[config.mk]
export PLATFORM = sky130hd
export DESIGN_NAME = spk_round_cell
export DESIGN_NICKNAME = d
export VERILOG_FILES = /design/src/rtl/core/spk_pkg.sv /design/src/rtl/core/spk_round_cell.sv
export SDC_FILE = /design/constraint.sdc
export NUM_CORES = 1
export LEC_CHECK = 0
export ABC_AREA = 1
export BUFFER_PORTS_ARGS = -buffer_cell sky130_fd_sc_hd__buf_2
export CORE_ASPECT_RATIO = 1.2
export CORE_MARGIN = 4
export CORE_UTILIZATION = 49
export CTS_CLUSTER_SIZE = 24
export DETAILED_ROUTE_END_ITERATION = 8
export GPL_TIMING_DRIVEN = 0
export PLACE_DENSITY_LB_ADDON = 0.3
export SYNTH_ARGS = -nofsm -noshare
export SYNTH_HDL_FRONTEND = slang
export SYNTH_SLANG_ARGS = --single-unit
[constraint.sdc]
create_clock -name clk -period 3.35 [get_ports clk]
set_clock_uncertainty 0.2 [all_clocks]
set_input_delay 0.335 -clock clk [delete_from_list [all_inputs] [get_ports clk]]
set_output_delay 0.335 -clock clk [all_outputs]
set_load 0.005 [all_outputs]
[src/rtl/core/spk_pkg.sv]
// Shared types, constants and word functions for the Speck128/128 encrypt block.
// No dependencies; imported by spk_round_cell, speck_block_encrypt and the testbench.
`timescale 1ns / 1ps

package spk_pkg;

  // Cipher geometry
  localparam int ROUND_COUNT = 32;
  localparam int ROUND_W     = $clog2(ROUND_COUNT);
  localparam int WORD_W      = 64;

  // Configuration register indexes
  localparam int CFG_INDEX_W = 1;
  localparam logic [CFG_INDEX_W-1:0] REG_KEY_WORD_A = 1'd0;
  localparam logic [CFG_INDEX_W-1:0] REG_KEY_WORD_B = 1'd1;

  // Word state carried from cell to cell: data pair and key schedule pair
  typedef struct packed {
    logic [WORD_W-1:0] x;
    logic [WORD_W-1:0] y;
    logic [WORD_W-1:0] mix;
    logic [WORD_W-1:0] rk;
  } spk_lane_t;

  function automatic logic [WORD_W-1:0] rotr8(input logic [WORD_W-1:0] v);
    return {v[7:0], v[WORD_W-1:8]};
  endfunction

  function automatic logic [WORD_W-1:0] rotl3(input logic [WORD_W-1:0] v);
    return {v[WORD_W-4:0], v[WORD_W-1:WORD_W-3]};
  endfunction

endpackage

[src/rtl/core/spk_round_cell.sv]
// One Speck round cell: a data round plus one key schedule step, registered.
// Depends on spk_pkg for the lane type and rotate functions.
`timescale 1ns / 1ps

module spk_round_cell (
  input  logic                       clk,
  input  logic                       rst,
  input  logic                       advance,
  input  logic [spk_pkg::ROUND_W-1:0] round_idx,
  input  logic                       prev_valid,
  input  spk_pkg::spk_lane_t         prev_lane,
  output logic                       valid,
  output spk_pkg::spk_lane_t         lane
);
  import spk_pkg::*;

  spk_lane_t lane_next;
  logic [WORD_W-1:0] x_sum;
  logic [WORD_W-1:0] mix_sum;

  // Data round keyed by the incoming round key; schedule step with this round's index
  always_comb begin
    x_sum         = rotr8(prev_lane.x) + prev_lane.y;
    lane_next.x   = x_sum ^ prev_lane.rk;
    lane_next.y   = rotl3(prev_lane.y) ^ lane_next.x;
    mix_sum       = rotr8(prev_lane.mix) + prev_lane.rk;
    lane_next.mix = mix_sum ^ {{(WORD_W-ROUND_W){1'b0}}, round_idx};
    lane_next.rk  = rotl3(prev_lane.rk) ^ lane_next.mix;
  end

  // Occupancy flag
  always_ff @(posedge clk) begin
    if (rst) begin
      valid <= 1'b0;
    end else if (advance) begin
      valid <= prev_valid;
    end
  end

  // Payload, no reset
  always_ff @(posedge clk) begin
    if (advance) begin
      lane <= lane_next;
    end
  end

endmodule

==> flow_metrics.tcl <==
set metrics [dict create \
    most-common-layout-cells "1346 x sky130_fd_sc_hd__nand2_1, 741 x sky130_fd_sc_hd__inv_1, 520 x sky130_fd_sc_hd__buf_2, 256 x sky130_fd_sc_hd__edfxtp_1, 181 x sky130_fd_sc_hd__nor2_1" \
    netlist-cell-type-count 32 \
    postRouteAntennaNets 0 \
    worst_ir_drop_vdd_uv 367.8 \
    worst-path-max-fanout 5 \
    rsz_0062_raised_after_global_routing "false" \
    outcome "finished clean" \
    rrSetupSlack_ns 1.97 \
    post_route_cells_drive_above_1_share_pct 16.36 \
    max_freq_mhz 306.0 \
    port_buffers 521 \
    wl_per_cell_um 18.54 \
    cts-root-to-sink-buffers 3 \
    holdCritPathClass "in -> reg" \
    ys_dominant_reg_cell "sky130_fd_sc_hd__edfxtp_1" \
    worst_path_largest_cell_delay_ns 0.53 \
    layout-area-overhead-vs-synth_pct 23.88 \
    intPower_w 0.007513 \
    finish.net_count 4309 \
    switching_power_share_of_the_total_pct 35.29 \
    synth_area_per_cell_um2 6.825 \
    max_slew.worst_pin.slew_ns 0.9076 \
    core_region_area_um2 44880 \
    grt_total_ovfl 0 \
    cts_hold_repair.buffers 103 \
    final_area_um2 27580 \
    timing.hold.ws_ns 0.02309 \
    most_common_cell_after_layout_fill_and_taps_aside "sky130_fd_sc_hd__nand2_1" \
    drt_wl_total_mm 84.40 \
    pwr-share-comb_pct 36.4 \
    yosys.area.top_type "sky130_fd_sc_hd__edfxtp_1" \
    final-hold-violation-count 0 \
    cp_data_required_time_ns 3.47 \
    die_height_um 241.5 \
    placedCellCount 4394 \
    detailed_place_hpwl_mm 71.43 \
    crit_path_start_kind "primary input" \
    timing_worst_setup_path_type "in -> reg" \
    drv_slew 0 \
    synth.top_cell.area_share_pct 34.53 \
    timing.max_slew.rel_slack_pct 39.06 \
    postCtsResizedCells 0 \
    syn_nets 3655 \
    p_leak_nw 15.80 \
    placed_area_um2 25700 \
    antenna_found_initial 8 \
    net_switching_power_figure_w 0.004096 \
    clock_latency_ns 0.56 \
    fin_crit_ns 3.268 \
    post_layout_nonfiller_instances 4552 \
    synth_async_sr_flop_share_pct 0 \
    powerDensity_nw_per_um2 420.9 \
    clkTransAtPathRegs_ns 0.06 \
    num_rows 85 \
    cts_max_level 1 \
    route.detailed.vias_per_inst 4.951 \
    sequence_of_cells_on_the_critical_path "dlygate4sd3_1 -> buf_2 -> ha_1 -> inv_1 -> fa_1 -> inv_1 -> nand3_2 -> nand2_2 -> nand2_1 -> nand2_2 -> nand2_1 -> nand2_2 -> nand2_1 -> nand2_2 -> nand2_1 -> nand2_1 -> nand2_1 -> nand3_1 -> nand2_1" \
    post_cts_buffers 0 \
    synth_warnings 0 \
    cpMaxStageDelayCell "sky130_fd_sc_hd__dlygate4sd3_1" \
    synth.yosys.seq_area_share_pct 34.62 \
    synth.top_cells.by_area "sky130_fd_sc_hd__edfxtp_1 35%, sky130_fd_sc_hd__nand2_1 23%, sky130_fd_sc_hd__inv_1 12%" \
    grt_pass1_vias 21680 \
    routed-via-count 22540 \
    detail_route.drc_violations 0 \
    synthCells 3262 \
    total_die_area_um2 48920 \
    synth-edff-count 256 \
    dieWidth_um 202.6 \
    drt_iter0_drc 1582 \
    clkSinkCount 257 \
    cp_data_arrival_time_ns 3.39 \
    initial_core_util_pct 49.61 \
    seq_power_share_pct 38.6 \
    synth_seq_cells 257 \
    power.clock.fraction_pct 24.9 \
    period_share_pct 97.56 \
    cts_buffers 26 \
    maximum_number_of_pins_on_one_net_before_global_route_repair 125 \
    detail_route.first_pass.iterations 6 \
    fin_tns_setup_ns 0 \
    crit_path_frequent_cell "sky130_fd_sc_hd__nand2_1" \
    track_usage_pct 33.15 \
    clk_root_buffer_cell "sky130_fd_sc_hd__clkbuf_16" \
    routabilityCongestion 1.001 \
    worst_setup_path_end_kind "register" \
    grt_first_pass_wirelength_mm 123.7 \
    mappedNetlistArea_um2 22260 \
    setup_violations 0 \
    ios 522 \
    tritoncts "done" \
    max_cap_viols 0 \
]
[synthesized netlist by cell type (7+ instances only)]
cell and instances:
sky130_fd_sc_hd__xor2_2 16, sky130_fd_sc_hd__nor2_2 13, sky130_fd_sc_hd__o21ai_0 9, sky130_fd_sc_hd__nor3_2 7, sky130_fd_sc_hd__xor3_1 14, sky130_fd_sc_hd__nand3b_1 20
sky130_fd_sc_hd__nand4_1 11, sky130_fd_sc_hd__xor2_1 117, sky130_fd_sc_hd__inv_1 741, sky130_fd_sc_hd__a21oi_1 94, sky130_fd_sc_hd__nor2_1 181, sky130_fd_sc_hd__xnor2_1 64
sky130_fd_sc_hd__edfxtp_1 256, sky130_fd_sc_hd__nand3_1 162, sky130_fd_sc_hd__nand3_2 15, sky130_fd_sc_hd__ha_1 126, sky130_fd_sc_hd__nor3_1 20, sky130_fd_sc_hd__nand2_2 22
sky130_fd_sc_hd__nand2_1 1346
[flip-flops by register name (all words and copies together), names as in the netlist]
register  flops
lane        256
valid         1
[routing by layer]
metal | vias to the layer above | part of all wire (%) | track usage, %
met5 | - | 0.023 | 0
met4 | 2 | 5.9 | 16.06
met3 | 186 | 7.0 | 4.060
met2 | 946 | 48 | 58.78
met1 | 10160 | 39 | 39.82
li1 | 11240 | - | -
[through the flow]
stage | setup slack, ns | total power, W | util (%)
5_1_grt | 0.02265 | 0.01223 | 61.45
3_5_place_dp | 0.1386 | 0.008600 | 57.26
6_report | 0.08172 | 0.01161 | 61.45
3_3_place_gp | -1.835 | 0.008568 | 57.11
4_1_cts | 0.1912 | 0.01161 | 61.41
2_1_floorplan | 0.9760 | 0.006834 | -
[path summary, 6_finish.rpt]
check	start	to	depth (start not counted)
worst max register to register	valid	valid	3
worst min register to register	valid	valid	3
worst min-delay path	prev_lane[36]	lane[39]	4
worst max-delay path	prev_lane[0]	lane[62]	19
[power groups by stage]
stage               Sequential, W  Clock (W)  Combinational [W]
finish                    0.00449    0.00290            0.00423
global route              0.00453    0.00306            0.00464
detailed placement        0.00453          0            0.00407
global placement          0.00455          0            0.00402
floorplan                 0.00460          0            0.00224
CTS                       0.00448    0.00295            0.00418
[layout make-up]
type / count / area (um2)
fillers: 4285 / 17300
clock buffers: 30 / 686.9
inverters: 745 / 2796
multi-input cells: 2260 / 11760
flip-flops and latches: 257 / 7707
well taps: 609 / 762.0
diodes: 7 / 17.52
clock inverters: 18 / 146.4
repair buffers: 626 / 3704
[critical path, delay by kind of cell]
family | cells | cell delay (ns)
buffers and inverters | 4 | 0.90
and+or+nand+nor | 13 | 1.46
adders and majority gates | 2 | 0.70
[kinds of logic (layout without fill, tap and decap cells)]
family	count (synthesis)	after routing	synth area share (%)
AND/OR/NAND/NOR	1810	1810	33.19
buffers and inverters	745	1419	12.56
flip-flops	257	257	34.62
XOR/XNOR	211	211	9.784
adder cells (fa/ha/maj)	128	128	7.261
AO/OA/AOI/OAI	110	110	2.546
multiplexers	1	1	0.04496
other	0	7	0
Power figures use the tool's default switching activity.
